## src/design/sss_pkg.sv

```systemverilog
// Shared types, register indexes and lookup tables for the selective state scan.
package sss_pkg;

  localparam logic [1:0] REG_SOFTPLUS = 2'd0;
  localparam logic [1:0] REG_SKIP     = 2'd1;
  localparam logic [1:0] REG_GATE     = 2'd2;

  localparam int IN_BYTES  = 18;
  localparam int OUT_BYTES = 5;

  typedef enum logic [4:0] {
    ST_CLR, ST_IDLE, ST_MOD, ST_SP0, ST_SP1, ST_A0, ST_A1,
    ST_EXP_P, ST_EXP_I, ST_EXP_V, ST_B0, ST_B1, ST_B2, ST_X1, ST_X2,
    ST_Y0, ST_Y1, ST_DIV0, ST_DIV1, ST_G2, ST_G3, ST_G4, ST_OUT
  } st_t;

  typedef struct packed {
    logic        start;
    logic [32:0] divisor;
  } div_req_t;

  typedef struct packed {
    logic        done;
    logic [16:0] quot;
  } div_rsp_t;

  // ln(1+e^-t), Q12, step 0.5
  function automatic logic [11:0] lnp_at(input logic [4:0] i);
    logic [11:0] r;
    case (i)
      5'd0: r = 12'd2839;  5'd1: r = 12'd1942;  5'd2: r = 12'd1283;
      5'd3: r = 12'd825;   5'd4: r = 12'd520;   5'd5: r = 12'd323;
      5'd6: r = 12'd199;   5'd7: r = 12'd122;   5'd8: r = 12'd74;
      5'd9: r = 12'd45;    5'd10: r = 12'd28;   5'd11: r = 12'd17;
      5'd12: r = 12'd10;   5'd13: r = 12'd6;    5'd14: r = 12'd4;
      5'd15: r = 12'd2;    5'd16: r = 12'd1;
      default: r = 12'd0;
    endcase
    return r;
  endfunction

  // 2^(i/16), Q16
  function automatic logic [17:0] pow2_at(input logic [4:0] i);
    logic [17:0] r;
    case (i)
      5'd0: r = 18'd65536;   5'd1: r = 18'd68438;   5'd2: r = 18'd71468;
      5'd3: r = 18'd74632;   5'd4: r = 18'd77936;   5'd5: r = 18'd81386;
      5'd6: r = 18'd84990;   5'd7: r = 18'd88752;   5'd8: r = 18'd92682;
      5'd9: r = 18'd96785;   5'd10: r = 18'd101070; 5'd11: r = 18'd105545;
      5'd12: r = 18'd110218; 5'd13: r = 18'd115098; 5'd14: r = 18'd120194;
      5'd15: r = 18'd125515; 5'd16: r = 18'd131072;
      default: r = 18'd0;
    endcase
    return r;
  endfunction

endpackage

```

## src/design/sss_div.sv

```systemverilog
// Restoring divider, one quotient bit per cycle: 2^32 / divisor.
module sss_div (
  input  logic                clk,
  input  logic                rst,
  input  sss_pkg::div_req_t   req,
  output sss_pkg::div_rsp_t   rsp
);
  import sss_pkg::*;

  logic [32:0] num;
  logic [33:0] rem;
  logic [32:0] quo;
  logic [32:0] dvs;
  logic [5:0]  cnt;
  logic        busy;
  logic        done_r;
  logic [33:0] trial;
  logic [34:0] diff;

  always_comb begin
    trial = {rem[32:0], num[32]};
    diff  = {1'b0, trial} - {2'b00, dvs};
  end

  always_ff @(posedge clk) begin
    if (rst) begin
      busy   <= 1'b0;
      done_r <= 1'b0;
    end else begin
      done_r <= 1'b0;
      if (req.start) begin
        busy <= 1'b1;
        num  <= 33'h1_0000_0000;
        rem  <= '0;
        quo  <= '0;
        dvs  <= req.divisor;
        cnt  <= 6'd33;
      end else if (busy) begin
        num <= {num[31:0], 1'b0};
        if (!diff[34]) begin
          rem <= diff[33:0];
          quo <= {quo[31:0], 1'b1};
        end else begin
          rem <= trial;
          quo <= {quo[31:0], 1'b0};
        end
        cnt <= cnt - 6'd1;
        if (cnt == 6'd1) begin
          busy   <= 1'b0;
          done_r <= 1'b1;
        end
      end
    end
  end

  assign rsp = {done_r, quo[16:0]};
endmodule

```

## config.mk

```make
export PLATFORM = sky130hd
export DESIGN_NAME = sss_div
export DESIGN_NICKNAME = d
export VERILOG_FILES = /design/src/design/sss_pkg.sv /design/src/design/sss_div.sv
export SDC_FILE = /design/constraint.sdc
export NUM_CORES = 1
export LEC_CHECK = 0
export ABC_AREA = 1
export BUFFER_PORTS_ARGS = -buffer_cell sky130_fd_sc_hd__buf_2
export CORE_AREA = 2 2 124 126
export CTS_CLUSTER_DIAMETER = 80
export CTS_CLUSTER_SIZE = 25
export DETAILED_ROUTE_END_ITERATION = 6
export DIE_AREA = 0 0 126 128
export PLACE_DENSITY = 0.71
export SLEW_MARGIN = 15
export SYNTH_ARGS = -nofsm -noshare
export SYNTH_HDL_FRONTEND = slang
export SYNTH_SLANG_ARGS = --single-unit
```

## constraint.sdc

```tcl
create_clock -name clk -period 5.25 [get_ports clk]
set_clock_uncertainty 0.15 [all_clocks]
set_input_delay 0.525 -clock clk [delete_from_list [all_inputs] [get_ports clk]]
set_output_delay 0.525 -clock clk [all_outputs]
set_load 0.005 [all_outputs]
```

; ---- After elaboration in Yosys (flattened, before gate mapping)
; Index checks and enable logic that the tools add are counted.
[totals]
register_bits = 92
latchBits = 0
ram_bits = 0
mem_bits_ro = 0
input_bits = 36
output_inout_bits = 18
elab_cells = 26
mem_count = 0
[classes]
add_sub_neg = 2
multipliers = 0
div_mod_pow = 0
order_cmp = 0
n_eq_ne = 1
n_shift = 0
mux = 10
bitwise_logic = 2
n_reduce_logical = 4
[op_table]
columns = cell, n
row1 = 33-bit 2-to-1 mux, 3
row2 = 34-bit by 33-bit subtractor with 35-bit output, 1
row3 = 17-bit 2-to-1 mux, 1
row4 = "6-bit by 1-bit equality test with 1-bit output, second input constant", 1
row5 = 6-bit 2-to-1 mux, 1
row6 = "6-bit by 1-bit subtractor with 6-bit output, second input constant", 1
row7 = 1-bit 2-to-1 mux, 5
row8 = 2-bit AND reduction, 2
row9 = 3-bit OR reduction, 1
row10 = 1-bit NOT, 2
row11 = 2-bit nonzero test, 1

; ---- Longest topological paths before layout
[depth]
depth_word = 4
depth_mapped = 16
mapped_depth_nobuf = 16

; ---- Least setup slack after synthesis
; No wires, ideal clock.
[synth_timing]
path_type = in2reg
startpoint = input req[33] (netlist name)
endpoint = register cnt[0], enable pin
setup_ns = 0.493
arrival_time_ns = 3.604
t_required_ns = 4.607
slack_ns = 1.003
path_stages = 3
path_buffers = 1
path_cell_list = inv_1 -> clkbuf_1 -> a21oi_1
[synth_between]
elab_chain_cells = 2
[synth_rtl]
columns = element, line_no
row1 = "start, declared", sss_div.sv:5  ; input sss_pkg::div_req_t req,
row2 = 2-bit nonzero test (no line), --
row3 = 2-bit AND reduction (no line), --
row4 = "end signal, assigned", sss_div.sv:47  ; cnt <= cnt - 6'd1;
row5 = "end, declared", sss_div.sv:14  ; logic [5:0] cnt;
; Every way passes these cells.
; A chain may end at the register's enable or synchronous reset.

; ---- Final worst setup path
[layout_timing]
startpoint = register num[32]
endpoint = register rem[30], data pin
[layout_between]
elab_chain_cells = 3
[layout_rtl]
columns = element, line_no
row1 = "start, declared", sss_div.sv:10  ; logic [32:0] num;
row2 = "start signal, assigned", sss_div.sv:39  ; num <= {num[31:0], 1'b0};
row3 = 34-bit by 33-bit subtractor with 35-bit output, sss_div.sv:22  ; diff = {1'b0, trial} - {2'b00, dvs};
row4 = 33-bit 2-to-1 mux, sss_div.sv:40  ; if (!diff[34]) begin
row5 = 33-bit 2-to-1 mux, sss_div.sv:38  ; end else if (busy) begin
row6 = "end signal, assigned", sss_div.sv:41  ; rem <= diff[33:0];
row7 = "end signal, assigned", sss_div.sv:44  ; rem <= trial;
row8 = "end, declared", sss_div.sv:11  ; logic [33:0] rem;
; Every way passes these cells. The select of a mux whose other input is x is not followed.

==> metrics.txt <==
status finished, final reports clean; Setup Fix Bufs, Post-CTS 0; Yosys top cell by area edfxtp_1; CTS Sinks 92; synthesis-to-finish area growth 11.6%; clock latency at the later pin of the worst-skew pair 350 ps; final wirelength 14500 um; # rows 45; syn avg cell area 7.23 um^2; DRT iter0 DRCs 446; Tot GR Track Use 0.190; routed vias 5479; yosys warns 0; Final GP Congestion 0.924; Leakage 0.00394 uW; Initial DRT Pass Iterations 5; initial antenna violation count 0; drc violations 0; VDD IR-drop max 0.193 mV; fin crit share 0.543; Synth area leaders edfxtp_1 41%, nand2_1 18%, inv_1 11%; core area 14900 um^2; worst-path maximum fanout 26; Max clock buf depth 2; die height 128 um; Slew headroom 0.311; layout net count 1036; hold_buf cts 0; ys async rst share 0; Net Count, Synth 982; CTS tree done; HP Class input port to flip-flop; post-route antenna net violation count 0; CTS H-tree depth 3; layout cells sized above 1 0.114; Port Buffers 53; MaxCap Viol Count 0; CTS Buf Count 9; Seq cells post-synth 92; CP Data Arrival Time 2820 ps; cell area power density 308 nW/um^2; largest net degree at the start of global routing 35; post-detail-place hpwl 11200 um; root buffer cell clkbuf_16; GRT overflow 0; antenna cell count 0; wire per inst 12.5 um; first-pass GRT wire length 24300 um; post-synth cell types 39; Finish-stage setup viols 0; Mapped Area 6580 um^2; Initial Util 0.443; register area share after synthesis 0.417; Final Hold Vio Count 0; Via-to-Cell Ratio 4.74; Hold WS 191 ps; crit start category flip-flop; Reg clk slew, reported paths 70 ps; setup TNS 0 ps; min Tclk post-route 2850 ps; CP Class flip-flop to flip-flop; CP Capture Type flip-flop; Least-Margin Pin Slew 1030 ps; full die area 16100 um^2; number of global-route vias before repair 5161; Fmax achieved 351 MHz; Post-Synthesis Cells 910; Die X-Extent 126 um; I/O pin count 54; Worst Path Required 5220 ps; number of synthesized flops with an enable pin 90; unrepaired setup endpoints after global routing no; top-area cell type share of the netlist area 0.410; Synth Flop Type edfxtp_1; post-CTS sizing 0; fin. max-slew vios 0
[stage by stage]
stage          utilization  setup slack [ps]  area [um^2]  total power, uW  instances
2_1_floorplan            -              1000         6580             1460        910
4_1_cts              0.494              2420         7350             2280       1157
3_5_place_dp         0.474              2200         7050             1620       1141
3_3_place_gp         0.474              2280         7050             1610       1141
6_report             0.494              2400         7350             2270       1157
5_1_grt              0.494              2240         7350             2410       1157
[placed cells by master, fill, tap and decap left out, types with 4 or more instances in the layout]
cell / instances
xor2_1: 14
nand2_2: 8
inv_1: 197
clkbuf_16: 9
buf_2: 53
nand3_1: 34
a21oi_1: 17
inv_2: 5
edfxtp_1: 90
nand3b_1: 19
nor2_2: 12
nor2_1: 103
ha_1: 35
nand4_1: 8
nand2_1: 322
and2_1: 4
[logic make-up (layout without fill, tap and decap cells)]
kind of cell	count (synthesis)	count (layout)	share of synthesized area
compound gates	25	25	0.0220
flops	92	92	0.417
xor+xnor	15	15	0.0200
fa+ha+maj	36	36	0.0696
buf+inv	215	274	0.129
simple gates	527	527	0.343
[cell usage after synthesis (2+ instances only)]
cell type / n
a21oi_1: 18
and2_1: 4
buf_2: 5
buf_6: 2
clkbuf_1: 3
dfxtp_1: 2
edfxtp_1: 90
ha_1: 35
inv_1: 197
inv_2: 5
nand2_1: 322
nand2_2: 8
nand3_1: 34
nand3_2: 2
nand3b_1: 19
nand4_1: 8
nor2_1: 104
nor2_2: 12
nor2_4: 2
nor3_1: 3
o21ai_0: 2
or2_2: 3
xor2_1: 14
[layer usage]
layer / part of all wire / track usage / vias to the layer above
li1: - / - / 2880
met2: 0.45 / 0.311 / 132
met4: 0.025 / 0.0659 / 0
met5: 0 / 0 / -
met1: 0.47 / 0.253 / 2439
met3: 0.054 / 0.0367 / 28
[power breakdown]
group          switching, uW  internal (uW)
logic                    453            239
clock network            288            373
registers               26.7            886
total                    768           1500
[cell type report]
type                    instances  area (um^2)
clock inverters                 6         71.3
multi-input cells             603         3010
clock buffers                  10          229
inverters                     203          767
flip-flops and latches         92         2740
well taps                     188          235
repair buffers                 55          293
fillers                      1501         7510
[state kept, by name, indices dropped and copies added (netlist names)]
name    flops
busy        1
cnt         6
done_r      1
dvs        33
num         1
quo        17
rem        33
[final timing paths]
path                              start               endpoint  slack [ps]  cells after the start
hold reg to reg         busy$_SDFF_PP0_      done_r$_SDFF_PP0_         370                      2
setup / recovery  num[32]$_SDFFCE_PP1P_  rem[30]$_SDFFCE_PP0P_        2400                     14
hold / removal                  req[25]      dvs[25]$_DFFE_PP_         190                      1
setup reg to reg  num[32]$_SDFFCE_PP1P_  rem[30]$_SDFFCE_PP0P_        2400                     14
[worst max-delay path: stages (launching register included)]
cell,delay [ps]
edfxtp_1,370
inv_1,90
ha_1,150
inv_1,80
fa_1,450
nand3_1,150
nand3_2,150
nand2_2,100
nand2_2,70
nand2_4,240
nand2_8,200
nand2_2,220
nand2_1,90
nand2_1,60
inv_1,40
(Power assumes the default switching activity.)
